**config.mk**
```make
export PLATFORM = sky130hd
export DESIGN_NAME = swap_slot_bitmap_allocator
export DESIGN_NICKNAME = d
export VERILOG_FILES = /design/src/design/ssba_pkg.sv /design/src/design/swap_slot_bitmap_allocator.sv /design/src/design/ssba_map.sv
export SDC_FILE = /design/constraint.sdc
export NUM_CORES = 1
export LEC_CHECK = 0
export ABC_AREA = 1
export ABC_CLOCK_PERIOD_IN_PS = 21800
export BUFFER_PORTS_ARGS = -buffer_cell sky130_fd_sc_hd__buf_2
export CORE_ASPECT_RATIO = 1.5
export CORE_MARGIN = 3
export CORE_UTILIZATION = 44
export DETAILED_ROUTE_END_ITERATION = 12
export GPL_ROUTABILITY_DRIVEN = 0
export GPL_TIMING_DRIVEN = 0
export PLACE_DENSITY = 0.55
export SETUP_SLACK_MARGIN = 0.5
export SLEW_MARGIN = 20
export SYNTH_ARGS = -nofsm -noshare
export SYNTH_HDL_FRONTEND = slang
export SYNTH_SLANG_ARGS = --single-unit
```
**constraint.sdc**
```tcl
create_clock -name clock -period 21.8 [get_ports clock]
set_input_delay 4.36 -clock clock [delete_from_list [all_inputs] [get_ports clock]]
set_output_delay 4.36 -clock clock [all_outputs]
set_load 0.005 [all_outputs]
```
**src/design/ssba_pkg.sv**
```systemverilog
// shared types and constants for the swap slot bitmap allocator
package ssba_pkg;

   localparam int MAX_SLOTS        = 1024;
   localparam int SECTORS_PER_SLOT = 8;

   localparam int SLOT_W    = 10;
   localparam int SECTOR_W  = 13;
   localparam int COUNT_W   = 11;
   localparam int BEAT_W    = $clog2(SECTORS_PER_SLOT);

   localparam int WORD_W     = 32;
   localparam int BIT_SEL_W  = $clog2(WORD_W);
   localparam int MAP_DEPTH  = MAX_SLOTS / WORD_W;
   localparam int MAP_ADDR_W = $clog2(MAP_DEPTH);

   localparam logic [COUNT_W-1:0] COUNT_MAX = COUNT_W'(MAX_SLOTS);
   localparam logic [BEAT_W-1:0]  BEAT_LAST = BEAT_W'(SECTORS_PER_SLOT - 1);

   typedef enum logic [1:0] {
      REQ_ALLOC = 2'd0,
      REQ_READ  = 2'd1,
      REQ_FREE  = 2'd2,
      REQ_NONE  = 2'd3
   } req_kind_type;

   typedef enum logic [1:0] {
      ST_OK       = 2'd0,
      ST_FULL     = 2'd1,
      ST_NOT_USED = 2'd2,
      ST_RANGE    = 2'd3
   } status_type;

   typedef enum logic [2:0] {
      S_IDLE,
      S_SCAN,
      S_CHECK,
      S_EMIT,
      S_RESULT
   } state_type;

   // access to the used-bit word store
   typedef struct packed {
      logic                  rd_en;
      logic [MAP_ADDR_W-1:0] rd_addr;
      logic                  wr_en;
      logic [MAP_ADDR_W-1:0] wr_addr;
      logic [WORD_W-1:0]     wr_data;
   } map_req_type;

endpackage

```
**src/design/swap_slot_bitmap_allocator.sv**
```systemverilog
// top level of the swap slot bitmap allocator: sequencer, word scan and result register
//
//  channel   dir  ports                     tdata / tuser / tlast
//  req       in   req_tvalid/tready         tdata[9:0] slot_index, tuser[1:0] req_type
//  rsp       out  rsp_tvalid/tready         tdata[9:0] slot_number, tdata[22:10] sector_address
//                                           tuser[0] is_write, tuser[2:1] status, tlast last
//  csr       in   csr_we/csr_wdata          slot_count, 11 bits
//
// allocate: accept, then scan one 32-slot word at a time up to the word with the first
//   free slot (1 to 32), then 8 beats; a full table scans every usable word, then 1 beat
// read back: accept, lookup, 8 beats; free or slot not in use: accept, lookup, 1 beat
// out of range, or allocate with zero slots: accept, then 1 beat with no lookup
// reset clears the bitmap at once through per-word valid flags, no sweep needed
// a stalled rsp holds the sequencer; a new beat is accepted as soon as the last result is staged
module swap_slot_bitmap_allocator (
   input  logic                            clock,
   input  logic                            reset,
   input  logic                            req_tvalid,
   output logic                            req_tready,
   input  logic [15:0]                     req_tdata,   // [9:0] slot_index, rest zero
   input  logic [1:0]                      req_tuser,   // [1:0] req_type
   output logic                            rsp_tvalid,
   input  logic                            rsp_tready,
   output logic [23:0]                     rsp_tdata,   // [9:0] slot_number, [22:10] sector_address
   output logic [2:0]                      rsp_tuser,   // [0] is_write, [2:1] status
   output logic                            rsp_tlast,
   input  logic                            csr_we,
   input  logic [ssba_pkg::COUNT_W-1:0]    csr_wdata    // slot_count
);
   import ssba_pkg::*;

   // configuration
   logic [COUNT_W-1:0]    slot_count_ff;
   logic [COUNT_W-1:0]    eff_count;
   logic [COUNT_W-BIT_SEL_W-1:0] count_words;
   logic [BIT_SEL_W-1:0]  count_bits;
   logic [COUNT_W-1:0]    count_less_one;
   logic [MAP_ADDR_W-1:0] last_word;

   // sequencer state
   state_type             state_ff, state_in;
   req_kind_type          kind_ff, kind_in;
   logic [SLOT_W-1:0]     slot_ff, slot_in;
   logic [BEAT_W-1:0]     beat_ff, beat_in;
   status_type            status_ff, status_in;
   logic                  is_write_ff, is_write_in;

   // result register
   logic                  rsp_valid_ff, rsp_valid_in;
   logic [SLOT_W-1:0]     rsp_slot_ff, rsp_slot_in;
   logic [SECTOR_W-1:0]   rsp_sector_ff, rsp_sector_in;
   logic                  rsp_write_ff, rsp_write_in;
   status_type            rsp_status_ff, rsp_status_in;
   logic                  rsp_last_ff, rsp_last_in;
   logic                  out_free;

   // bitmap access
   map_req_type           map_req;
   logic [WORD_W-1:0]     rd_data;
   logic [WORD_W-1:0]     scan_mask;
   logic [WORD_W-1:0]     avail;
   logic [BIT_SEL_W-1:0]  first_free;
   logic [MAP_ADDR_W-1:0] scan_word;

   req_kind_type          in_kind;
   logic [SLOT_W-1:0]     in_slot;
   logic                  in_range;

   ssba_map u_map (
      .clock   (clock),
      .reset   (reset),
      .map_req (map_req),
      .rd_data (rd_data)
   );

   // count above the bitmap size saturates
   assign eff_count      = (slot_count_ff > COUNT_MAX) ? COUNT_MAX : slot_count_ff;
   assign count_words    = eff_count[COUNT_W-1:BIT_SEL_W];
   assign count_bits     = eff_count[BIT_SEL_W-1:0];
   assign count_less_one = eff_count - COUNT_W'(1);
   assign last_word      = count_less_one[SLOT_W-1:BIT_SEL_W];

   assign in_kind  = req_kind_type'(req_tuser);
   assign in_slot  = req_tdata[SLOT_W-1:0];
   assign in_range = {1'b0, in_slot} < eff_count;

   assign scan_word = slot_ff[SLOT_W-1:BIT_SEL_W];

   // slots at or beyond the count never look free
   always_comb begin
      for (int b = 0; b < WORD_W; b++) begin
         scan_mask[b] = ({1'b0, scan_word} < count_words) ||
                        (({1'b0, scan_word} == count_words) && (BIT_SEL_W'(b) < count_bits));
      end
   end

   assign avail = ~rd_data & scan_mask;

   // lowest set bit of the free vector
   always_comb begin
      first_free = '0;
      for (int b = WORD_W - 1; b >= 0; b--) begin
         if (avail[b]) begin
            first_free = BIT_SEL_W'(b);
         end
      end
   end

   assign out_free = !rsp_valid_ff || rsp_tready;

   always_ff @(posedge clock) begin
      if (reset) begin
         slot_count_ff <= COUNT_MAX;
      end else if (csr_we) begin
         slot_count_ff <= csr_wdata;
      end
   end

   always_ff @(posedge clock) begin
      if (reset) begin
         state_ff     <= S_IDLE;
         rsp_valid_ff <= 1'b0;
      end else begin
         state_ff     <= state_in;
         rsp_valid_ff <= rsp_valid_in;
      end
   end

   always_ff @(posedge clock) begin
      kind_ff       <= kind_in;
      slot_ff       <= slot_in;
      beat_ff       <= beat_in;
      status_ff     <= status_in;
      is_write_ff   <= is_write_in;
      rsp_slot_ff   <= rsp_slot_in;
      rsp_sector_ff <= rsp_sector_in;
      rsp_write_ff  <= rsp_write_in;
      rsp_status_ff <= rsp_status_in;
      rsp_last_ff   <= rsp_last_in;
   end

   always_comb begin
      state_in      = state_ff;
      kind_in       = kind_ff;
      slot_in       = slot_ff;
      beat_in       = beat_ff;
      status_in     = status_ff;
      is_write_in   = is_write_ff;
      req_tready    = 1'b0;
      map_req       = '0;

      rsp_valid_in  = rsp_valid_ff && !rsp_tready;
      rsp_slot_in   = rsp_slot_ff;
      rsp_sector_in = rsp_sector_ff;
      rsp_write_in  = rsp_write_ff;
      rsp_status_in = rsp_status_ff;
      rsp_last_in   = rsp_last_ff;

      case (state_ff)
         S_IDLE: begin
            // no beat is taken while reset is held
            req_tready = !reset;
            if (req_tvalid && req_tready) begin
               kind_in     = in_kind;
               slot_in     = in_slot;
               beat_in     = '0;
               is_write_in = 1'b0;
               case (in_kind)
                  REQ_ALLOC: begin
                     slot_in = '0;
                     if (eff_count == '0) begin
                        status_in = ST_FULL;
                        state_in  = S_RESULT;
                     end else begin
                        map_req.rd_en   = 1'b1;
                        map_req.rd_addr = '0;
                        state_in        = S_SCAN;
                     end
                  end
                  REQ_READ, REQ_FREE: begin
                     if (!in_range) begin
                        status_in = ST_RANGE;
                        state_in  = S_RESULT;
                     end else begin
                        map_req.rd_en   = 1'b1;
                        map_req.rd_addr = in_slot[SLOT_W-1:BIT_SEL_W];
                        state_in        = S_CHECK;
                     end
                  end
                  default: begin
                     // unused request code, dropped without a result
                     state_in = S_IDLE;
                  end
               endcase
            end
         end

         S_SCAN: begin
            if (avail != '0) begin
               // claim the lowest free slot of this word
               slot_in         = {scan_word, first_free};
               map_req.wr_en   = 1'b1;
               map_req.wr_addr = scan_word;
               map_req.wr_data = rd_data | (WORD_W'(1) << first_free);
               is_write_in     = 1'b1;
               status_in       = ST_OK;
               state_in        = S_EMIT;
            end else if (scan_word == last_word) begin
               slot_in   = '0;
               status_in = ST_FULL;
               state_in  = S_RESULT;
            end else begin
               // read the next word while this one is judged
               slot_in         = {scan_word + MAP_ADDR_W'(1), {BIT_SEL_W{1'b0}}};
               map_req.rd_en   = 1'b1;
               map_req.rd_addr = scan_word + MAP_ADDR_W'(1);
            end
         end

         S_CHECK: begin
            if (!rd_data[slot_ff[BIT_SEL_W-1:0]]) begin
               status_in = ST_NOT_USED;
               state_in  = S_RESULT;
            end else begin
               map_req.wr_en   = 1'b1;
               map_req.wr_addr = scan_word;
               map_req.wr_data = rd_data & ~(WORD_W'(1) << slot_ff[BIT_SEL_W-1:0]);
               status_in       = ST_OK;
               is_write_in     = 1'b0;
               state_in        = (kind_ff == REQ_READ) ? S_EMIT : S_RESULT;
            end
         end

         S_EMIT: begin
            if (out_free) begin
               rsp_valid_in  = 1'b1;
               rsp_slot_in   = slot_ff;
               rsp_sector_in = {slot_ff, beat_ff};
               rsp_write_in  = is_write_ff;
               rsp_status_in = ST_OK;
               rsp_last_in   = (beat_ff == BEAT_LAST);
               beat_in       = beat_ff + BEAT_W'(1);
               if (beat_ff == BEAT_LAST) begin
                  state_in = S_IDLE;
               end
            end
         end

         S_RESULT: begin
            if (out_free) begin
               rsp_valid_in  = 1'b1;
               rsp_slot_in   = slot_ff;
               rsp_sector_in = '0;
               rsp_write_in  = 1'b0;
               rsp_status_in = status_ff;
               rsp_last_in   = 1'b1;
               state_in      = S_IDLE;
            end
         end

         default: begin
            state_in = S_IDLE;
         end
      endcase
   end

   assign rsp_tvalid = rsp_valid_ff;
   assign rsp_tdata  = {1'b0, rsp_sector_ff, rsp_slot_ff};
   assign rsp_tuser  = {rsp_status_ff, rsp_write_ff};
   assign rsp_tlast  = rsp_last_ff;

   // an error result is always the only beat of its request
   a_error_single: assert property (@(posedge clock) disable iff (reset)
      rsp_tvalid && (rsp_tuser[2:1] != 2'(ST_OK)) |-> rsp_tlast)
      else $error("error result not marked last");

   // transfer beats carry the sector of their own slot
   a_sector_slot: assert property (@(posedge clock) disable iff (reset)
      rsp_tvalid && !rsp_tlast |-> (rsp_tdata[22:13] == rsp_tdata[9:0]))
      else $error("sector address does not match slot");

   // an accepted allocate either scans or reports a full table
   a_alloc_path: assert property (@(posedge clock) disable iff (reset)
      req_tvalid && req_tready && (req_tuser == 2'(REQ_ALLOC))
      |=> (state_ff == S_SCAN) || (state_ff == S_RESULT))
      else $error("allocate took an unexpected path");

   // the scan never walks past the last usable word
   a_scan_bound: assert property (@(posedge clock) disable iff (reset)
      (state_ff == S_SCAN) |-> (scan_word <= last_word))
      else $error("scan beyond slot count");

endmodule

```
**src/design/ssba_map.sv**
```systemverilog
// word-wide used-slot bitmap store with per-word valid flags and registered read
module ssba_map (
   input  logic                                   clock,
   input  logic                                   reset,
   input  ssba_pkg::map_req_type                  map_req,
   output logic [ssba_pkg::WORD_W-1:0]            rd_data
);
   import ssba_pkg::*;

   logic [WORD_W-1:0]    map_mem_ff [MAP_DEPTH];
   logic [MAP_DEPTH-1:0] valid_ff;
   logic [MAP_DEPTH-1:0] valid_in;
   logic [WORD_W-1:0]    rd_word_ff;
   logic                 rd_hit_ff;

   always_comb begin
      valid_in = valid_ff;
      if (map_req.wr_en) begin
         valid_in[map_req.wr_addr] = 1'b1;
      end
   end

   always_ff @(posedge clock) begin
      if (reset) begin
         valid_ff <= '0;
      end else begin
         valid_ff <= valid_in;
      end
   end

   always_ff @(posedge clock) begin
      if (map_req.wr_en) begin
         map_mem_ff[map_req.wr_addr] <= map_req.wr_data;
      end
   end

   always_ff @(posedge clock) begin
      if (map_req.rd_en) begin
         rd_word_ff <= map_mem_ff[map_req.rd_addr];
         rd_hit_ff  <= valid_ff[map_req.rd_addr];
      end
   end

   // a word never written since reset reads as all free
   assign rd_data = rd_hit_ff ? rd_word_ff : '0;

endmodule

```
# After elaboration in Yosys (flattened, before gate mapping)
# Memories as Yosys holds them, arrays and structs flattened. A register that Yosys moved wholly into a read port is not among the register bits.
# Cells that the tools add are included.
# Widths: inputs -> output; s select.
# op_classes
add_sub_neg	3
order_cmp	39
eq_ne	21
shift	2
mux	99
bitwise_logic	6
reduce_logical	90
# ops
cell	n
$mux 5	32
$lt 5x5->1 const A	16
$mux 38	2
$pmux 38 s2	1
$and 32x32->32	2
$not 32->32	2
$or 32x32->32	2
$shl 1x5->32 const A	2
$lt 4x5->1 const A	8
$mux 10	4
$mux 3	12
$logic_and 1x1->1	35
$logic_or 1x1->1	33
$mux 32	1
$reduce_bool 32->1	1
$mux 6	5
$mux 13	2
$pmux 13 s2	1
$pmux 6 s2	2
$lt 3x5->1 const A	4
$pmux 10 s2	1
$lt 5x6->1 const B	3
$mux 2	8
$mux 1	15
40 further kinds	66
# totals
reg_bits	93
ramBits	1024
input_bits	34
word_cells	277
memories	1
# memory_table
memory	depth	width	read_ports	rd_ports_with_merged_regs	wr	line_no	source
u_map.map_mem_ff	32	32	1	1	1	ssba_map.sv:10	logic [WORD_W-1:0] map_mem_ff [MAP_DEPTH];

# Logic depth before layout (Yosys ltp)
# Gate-level depths: netlist of run 1.
# logic_depth
word_depth	47
depth_mapped	51
mapped_depth_nobuf	50

# Cells and area by module
# Synthesis of run 1 repeated with hierarchy kept, for this count alone.
# unflattened
hier_cells	4588
hier_area_um2	49551.3
# by_module_without_submodules
module	instances	cells_per_inst	area_each_um2
ssba_map	1	3798	44286.2
swap_slot_bitmap_allocator	1	790	5265.0

# Worst setup path after synthesis of run 1
# No wires, ideal clock.
# synth_timing
path_type	input to output
from	input reset
to	output req_tready
arrival_ps	4948
required_ps	17440
setup_slack_ps	12492
cell_stages	3
cell_sequence	clkbuf_1 > clkbuf_1 > nor2_1
# synth_via
elab_chain_len	2
# synth_lines
item	line_no	source
from (decl)	swap_slot_bitmap_allocator.sv:17	input logic reset,
$logic_not 1->1	swap_slot_bitmap_allocator.sv:162	req_tready = !reset;
$mux 1	swap_slot_bitmap_allocator.sv:159	case (state_ff)
to (decl)	swap_slot_bitmap_allocator.sv:19	output logic req_tready,
# Every way passes these cells.

# Final worst setup path of run 1
# Ends and elaborated chain as after synthesis.

==> out/qor.yml, run 1 <==
status: "complete, no violations"
clk_latency_ns: 0.75
tritoncts: "yes"
cts_inserted_buffers: 110
vias: 34700
setup_tns_ns: 0
final_antenna_net_count: 0
min_path_type: "reg -> reg"
avgSynthCellArea_um2: 12.0
start_util_pct: 44.4
synthArstFlopShare_pct: 0
die_width_um: 276
ys_seq_area_share_pct: 70.6
grtUsageTotal_pct: 30.7
synth_seq_cells: 1149
finalSetupViolCount: 0
clk_path_buf_depth: 3
io_pins: 64
cts_setup_buffers: 0
placed_area_um2: 52200
max_freq_mhz: 96.8
worst_ir_drop_vdd_mv: 0.0737
tightest_slew_ns: 1.14
cp.required_ns: 17.44
path_clk_slew_ns: 0.07
area_growth_pct: 15.9
wl_per_cell_um: 30.6
drv_cap: 0
synth_flop_cell: "edfxtp_1"
hold_viol_final: 0
synth.area.top_cells: "edfxtp_1, nor2_1, o32ai_1, o21ai_0, nand2_1"
yosysMostFrequentCell: "edfxtp_1"
drtIter0Drc: 3801
antenna_found_initial: 11
syn_inst: 4012
dp_hpwl_um: 123000
finalCritPeriodShare_pct: 47.4
cts-resized-gates: 0
num_rows: 148
drcViolationCount: 0
drv_slew: 0
finalNetCount: 4311
rsz0062_at_grt: "no"
grt_pass1_wl_um: 247000
yosysWarnings: 0
drive_gt1_share_pct: 11.7
grt_pass1_vias: 33400
critPathLaunchType: "input pin"
syn_area_um2: 48200
synth.top_cell.area_share_pct: 68.6
power_density_nw_per_um2: 99.1
clock_skew_ns: 0.0239
dieArea_um2: 114000
htree_levels: 3
cts.sinks: 1149
grt_max_degree: 33
path_max_fanout: 10
via_per_inst: 5.99
fin_area_um2: 55900
overflow: 0
period_minus_slack_ns: 10.34
synth_edf_count: 1102
ctsHoldBuffers: 0
power.total_w: 0.00554
synth_fp_nets: 4065
synth_common_cells: "edfxtp_1, nor2_1, nand2_1"
routed_wl_um: 177000
ys_types: 50
core_um2: 109000
dr.pass1.iters: 6
post-synth-top-area-cell: "edfxtp_1"
root_buffer: "clkbuf_16"
die_h_um: 411
p_leak_nw: 18.8
slew_headroom_pct: 23.6
crit_path_end_kind: "output port"
crit_type: "in -> out"
io_buffers: 55
worst_ep_arrival_time_ns: 5.98
[through the flow]
step	worst slack (ns)	util [%]	hold slack (ns)	std cells
3_3_place_gp	10.29	46.2	0.443	5492
3_5_place_dp	11.51	48.0	0.449	5571
6_report	11.46	51.4	0.466	5782
5_1_grt	11.49	51.4	0.493	5778
4_1_cts	11.50	51.4	0.458	5778
2_1_floorplan	12.49	-	0.424	4012
[power by group]
part	leakage [nW]	switching [W]	internal [W]
sequential	10.6	0.0000318	0.00262
combinational	6.40	0.000682	0.000214
clock	1.79	0.000862	0.00112
total	18.8	0.00158	0.00396
[critical path, cell delays in order]
cell	delay, ns
clkbuf_1	0.60
clkbuf_1	0.71
nor2_1	0.13
buf_2	0.17
[layout by cell type, fill, tap and decap left out, types with 7 or more instances in the layout]
cell / n
nor2_1: 937
o21ai_1: 228
bufinv_16: 13
clkbuf_1: 168
or2_0: 48
buf_12: 27
o21ai_0: 267
o221ai_1: 69
clkinvlp_4: 7
edfxtp_1: 1102
clkbuf_2: 13
ha_1: 19
o2111ai_1: 10
clkinv_2: 20
nand2_2: 32
inv_1: 155
buf_16: 33
nand4_1: 39
clkbuf_16: 111
o32ai_1: 192
o21bai_1: 13
a21oi_1: 30
dfxtp_1: 47
nand2_1: 274
nor2_4: 30
nand3_1: 76
clkinv_1: 19
o211ai_1: 85
inv_2: 13
buf_6: 16
clkbuf_8: 8
buf_4: 22
or2_1: 19
buf_2: 134
[path summary, 6_finish.rpt]
kind | from | cells past startpoint | end | slack [ns]
worst max-delay path | reset | 4 | req_tready | 11.46
worst min-delay path | u_map.valid_ff[3] | 2 | u_map.valid_ff[3] | 0.47
worst max register to register | slot_count_ff[8] | 35 | u_map.rd_word_ff[20] | 14.08
worst min register to register | u_map.valid_ff[3] | 2 | u_map.valid_ff[3] | 0.47
[final cells by class]
class / count / area (um^2)
antenna: 4 / 10.0
buffer: 261 / 1250
clock buffer: 145 / 2990
clock inverter: 62 / 706
fill: 9500 / 52800
inverter: 173 / 649
multi-input combinational: 2429 / 12600
sequential: 1149 / 34000
tap: 1425 / 1780
timing repair buffer: 134 / 1880
[cell families after synthesis]
logic type,count (synthesis),synth area share (%)
simple gates,1473,12.4
compound gates,930,12.5
other cells,1,0.00778
fa+ha+maj,19,0.493
xor+xnor,6,0.109
flops,1149,70.6
buf+inv,434,3.93
[flip-flops by register name, indices dropped and copies added, names as in the netlist, 3 cells and up]
signal	flops
slot_ff	10
beat_ff	3
rsp_slot_ff	10
u_map.map_mem_ff	1024
slot_count_ff	11
u_map.rd_word_ff	32
state_ff	3
u_map.valid_ff	32
rsp_sector_ff	13
[metal layers]
layer	wire [um]	track usage (%)
met1	63000	35.6
met2	83300	50.1
met3	14200	6.21
met4	16400	24.1
met5	53	0
Note: power is estimated with default switching activity, not from simulation.
==> run 2: changes to the inputs <==
--- a/config.mk
+++ b/config.mk
@@ -6,7 +6,7 @@
 export NUM_CORES = 1
 export LEC_CHECK = 0
 export ABC_AREA = 1
-export ABC_CLOCK_PERIOD_IN_PS = 21800
+export ABC_CLOCK_PERIOD_IN_PS = 10000
 export BUFFER_PORTS_ARGS = -buffer_cell sky130_fd_sc_hd__buf_2
 export CORE_ASPECT_RATIO = 1.5
 export CORE_MARGIN = 3
==> constraint.sdc (replaced) <==
create_clock -name clock -period 10 [get_ports clock]
set_input_delay 2 -clock clock [delete_from_list [all_inputs] [get_ports clock]]
set_output_delay 2 -clock clock [all_outputs]
set_load 0.005 [all_outputs]
==> run 2 against run 1 <==
  * First-iteration DRC count grew 1.9%
  * Clock power grew 120%
  * Clock-buffer cell count is the same
  * Sequential share of layout area is the same
  * Largest power group unchanged
  * Critical path depth grew 31
==> out/qor.yml, run 2 (synthesis gave the netlist of run 1 again) <==
cts_inserted_buffers: 110
ctsHoldBuffers: 0
critPathLaunchType: "flip-flop"
io_buffers: 55
drcViolationCount: 0
finalSetupViolCount: 0
clk_path_buf_depth: 3
grtUsageTotal_pct: 30.7
clk_latency_ns: 0.75
drv_cap: 0
tritoncts: "yes"
finalNetCount: 4311
die_width_um: 276
clock_skew_ns: 0.0262
htree_levels: 3
grt_pass1_vias: 33400
io_pins: 64
die_h_um: 411
placed_cells: 5571
regMostFlops: "u_map.map_mem_ff"
wl_per_cell_um: 30.6
tightest_slew_ns: 1.14
worst_ir_drop_vdd_mv: 0.160
overflow: 0
final_antenna_net_count: 0
dr.pass1.iters: 5
power.total_w: 0.0121
core_um2: 109000
cts-resized-gates: 0
grt_pass1_wl_um: 247000
path_max_fanout: 10
slew_headroom_pct: 23.9
dieArea_um2: 114000
root_buffer: "clkbuf_16"
finalCritPeriodShare_pct: 77.4
min_path_type: "reg -> reg"
dp_hpwl_um: 123000
reg.largest.list: "u_map.map_mem_ff: 1024 flops, u_map.rd_word_ff: 32 flops, u_map.valid_ff: 32 flops"
rsz0062_at_grt: "no"
hold_viol_final: 0
via_per_inst: 5.97
area_growth_pct: 15.9
final_cell_mix: "edfxtp_1, nor2_1, nand2_1"
final_cell_count_no_fill: 5782
max_freq_mhz: 129
grt_max_degree: 33
crit_path_end_kind: "flip-flop"
path_clk_slew_ns: 0.07
antenna_found_initial: 11
drtIter0Drc: 3872
vias: 34500
drive_gt1_share_pct: 11.7
cts.sinks: 1149
layout_commonest_cell: "edfxtp_1"
drv_slew: 0
n_fill_cell: 9500
crit_top_cell: "nor2_1"
largest_reg_flops: 1024
crit_path_top_delay_cell: "nor2_1"
crit_type: "reg -> reg"
worst_ep_arrival_time_ns: 8.33
cp.required_ns: 10.59
power_density_nw_per_um2: 216
slowest_delay_ns: 0.89
status: "complete, no violations"
p_leak_nw: 18.8
period_minus_slack_ns: 7.74
start_util_pct: 44.4
num_rows: 148
cts_setup_buffers: 0
routed_wl_um: 177000
==> run 2: cell counts in the layout (fill, tap and decap cells not counted) <==
No cell type changed its count.
==> run 2: metrics by stage <==
stage | instance area (um^2) | TNS [ns] | utilization [%] | hold WS (ns) | setup slack (ns)
floorplan | 48200 | 0 | - | 0.424 | 2.97
global placement | 50300 | -72.56 | 46.2 | 0.443 | -1.51
detailed placement | 52200 | 0 | 48.0 | 0.449 | 2.75
CTS | 55900 | 0 | 51.4 | 0.458 | 2.71
global route | 55900 | 0 | 51.4 | 0.493 | 1.91
finish | 55900 | 0 | 51.4 | 0.464 | 2.26
==> run 2: final timing paths <==
path | startpoint | end | slack, ns | depth (start not counted)
worst max-delay path | slot_count_ff[8] | u_map.rd_word_ff[20] | 2.26 | 35
worst min register to register | u_map.valid_ff[3] | u_map.valid_ff[3] | 0.46 | 2
worst max register to register | slot_count_ff[8] | u_map.rd_word_ff[20] | 2.26 | 35
worst min-delay path | u_map.valid_ff[3] | u_map.valid_ff[3] | 0.46 | 2
==> run 2: critical path: cells and delay by family (launching register included) <==
| family | cells | cell delay (ns) |
|---|---|---|
| and+or+nand+nor | 23 | 4.37 |
| AOI/OAI and AO/OA | 5 | 1.20 |
| DFF | 1 | 0.32 |
| adders and majority gates | 1 | 0.30 |
| buffers and inverters | 6 | 1.36 |
==> run 2: power breakdown <==
group          switching, W  total [W]  internal (W)
clock network       0.00188    0.00433       0.00245
logic               0.00149    0.00195      0.000467
registers         0.0000694    0.00579       0.00572
total               0.00344     0.0121       0.00863
==> run 2: layout make-up <==
cell class,count,area (um^2),share of cell area (%)
multi-input combinational,2429,12600,22.5
antenna,4,10.0,0.0179
sequential,1149,34000,60.9
clock buffer,145,2990,5.34
inverter,173,649,1.16
clock inverter,62,706,1.26
timing repair buffer,134,1880,3.37
buffer,261,1250,2.23
tap,1425,1780,3.19
==> run 2: routing by layer <==
metal / global-route usage (%) / up-vias / share of wire (%)
li1: - / 15200 / -
met1: 35.6 / 17100 / 36
met2: 50.1 / 1737 / 47
met3: 6.22 / 493 / 8.0
met4: 23.9 / 8 / 9.1
met5: 0 / - / 0.030
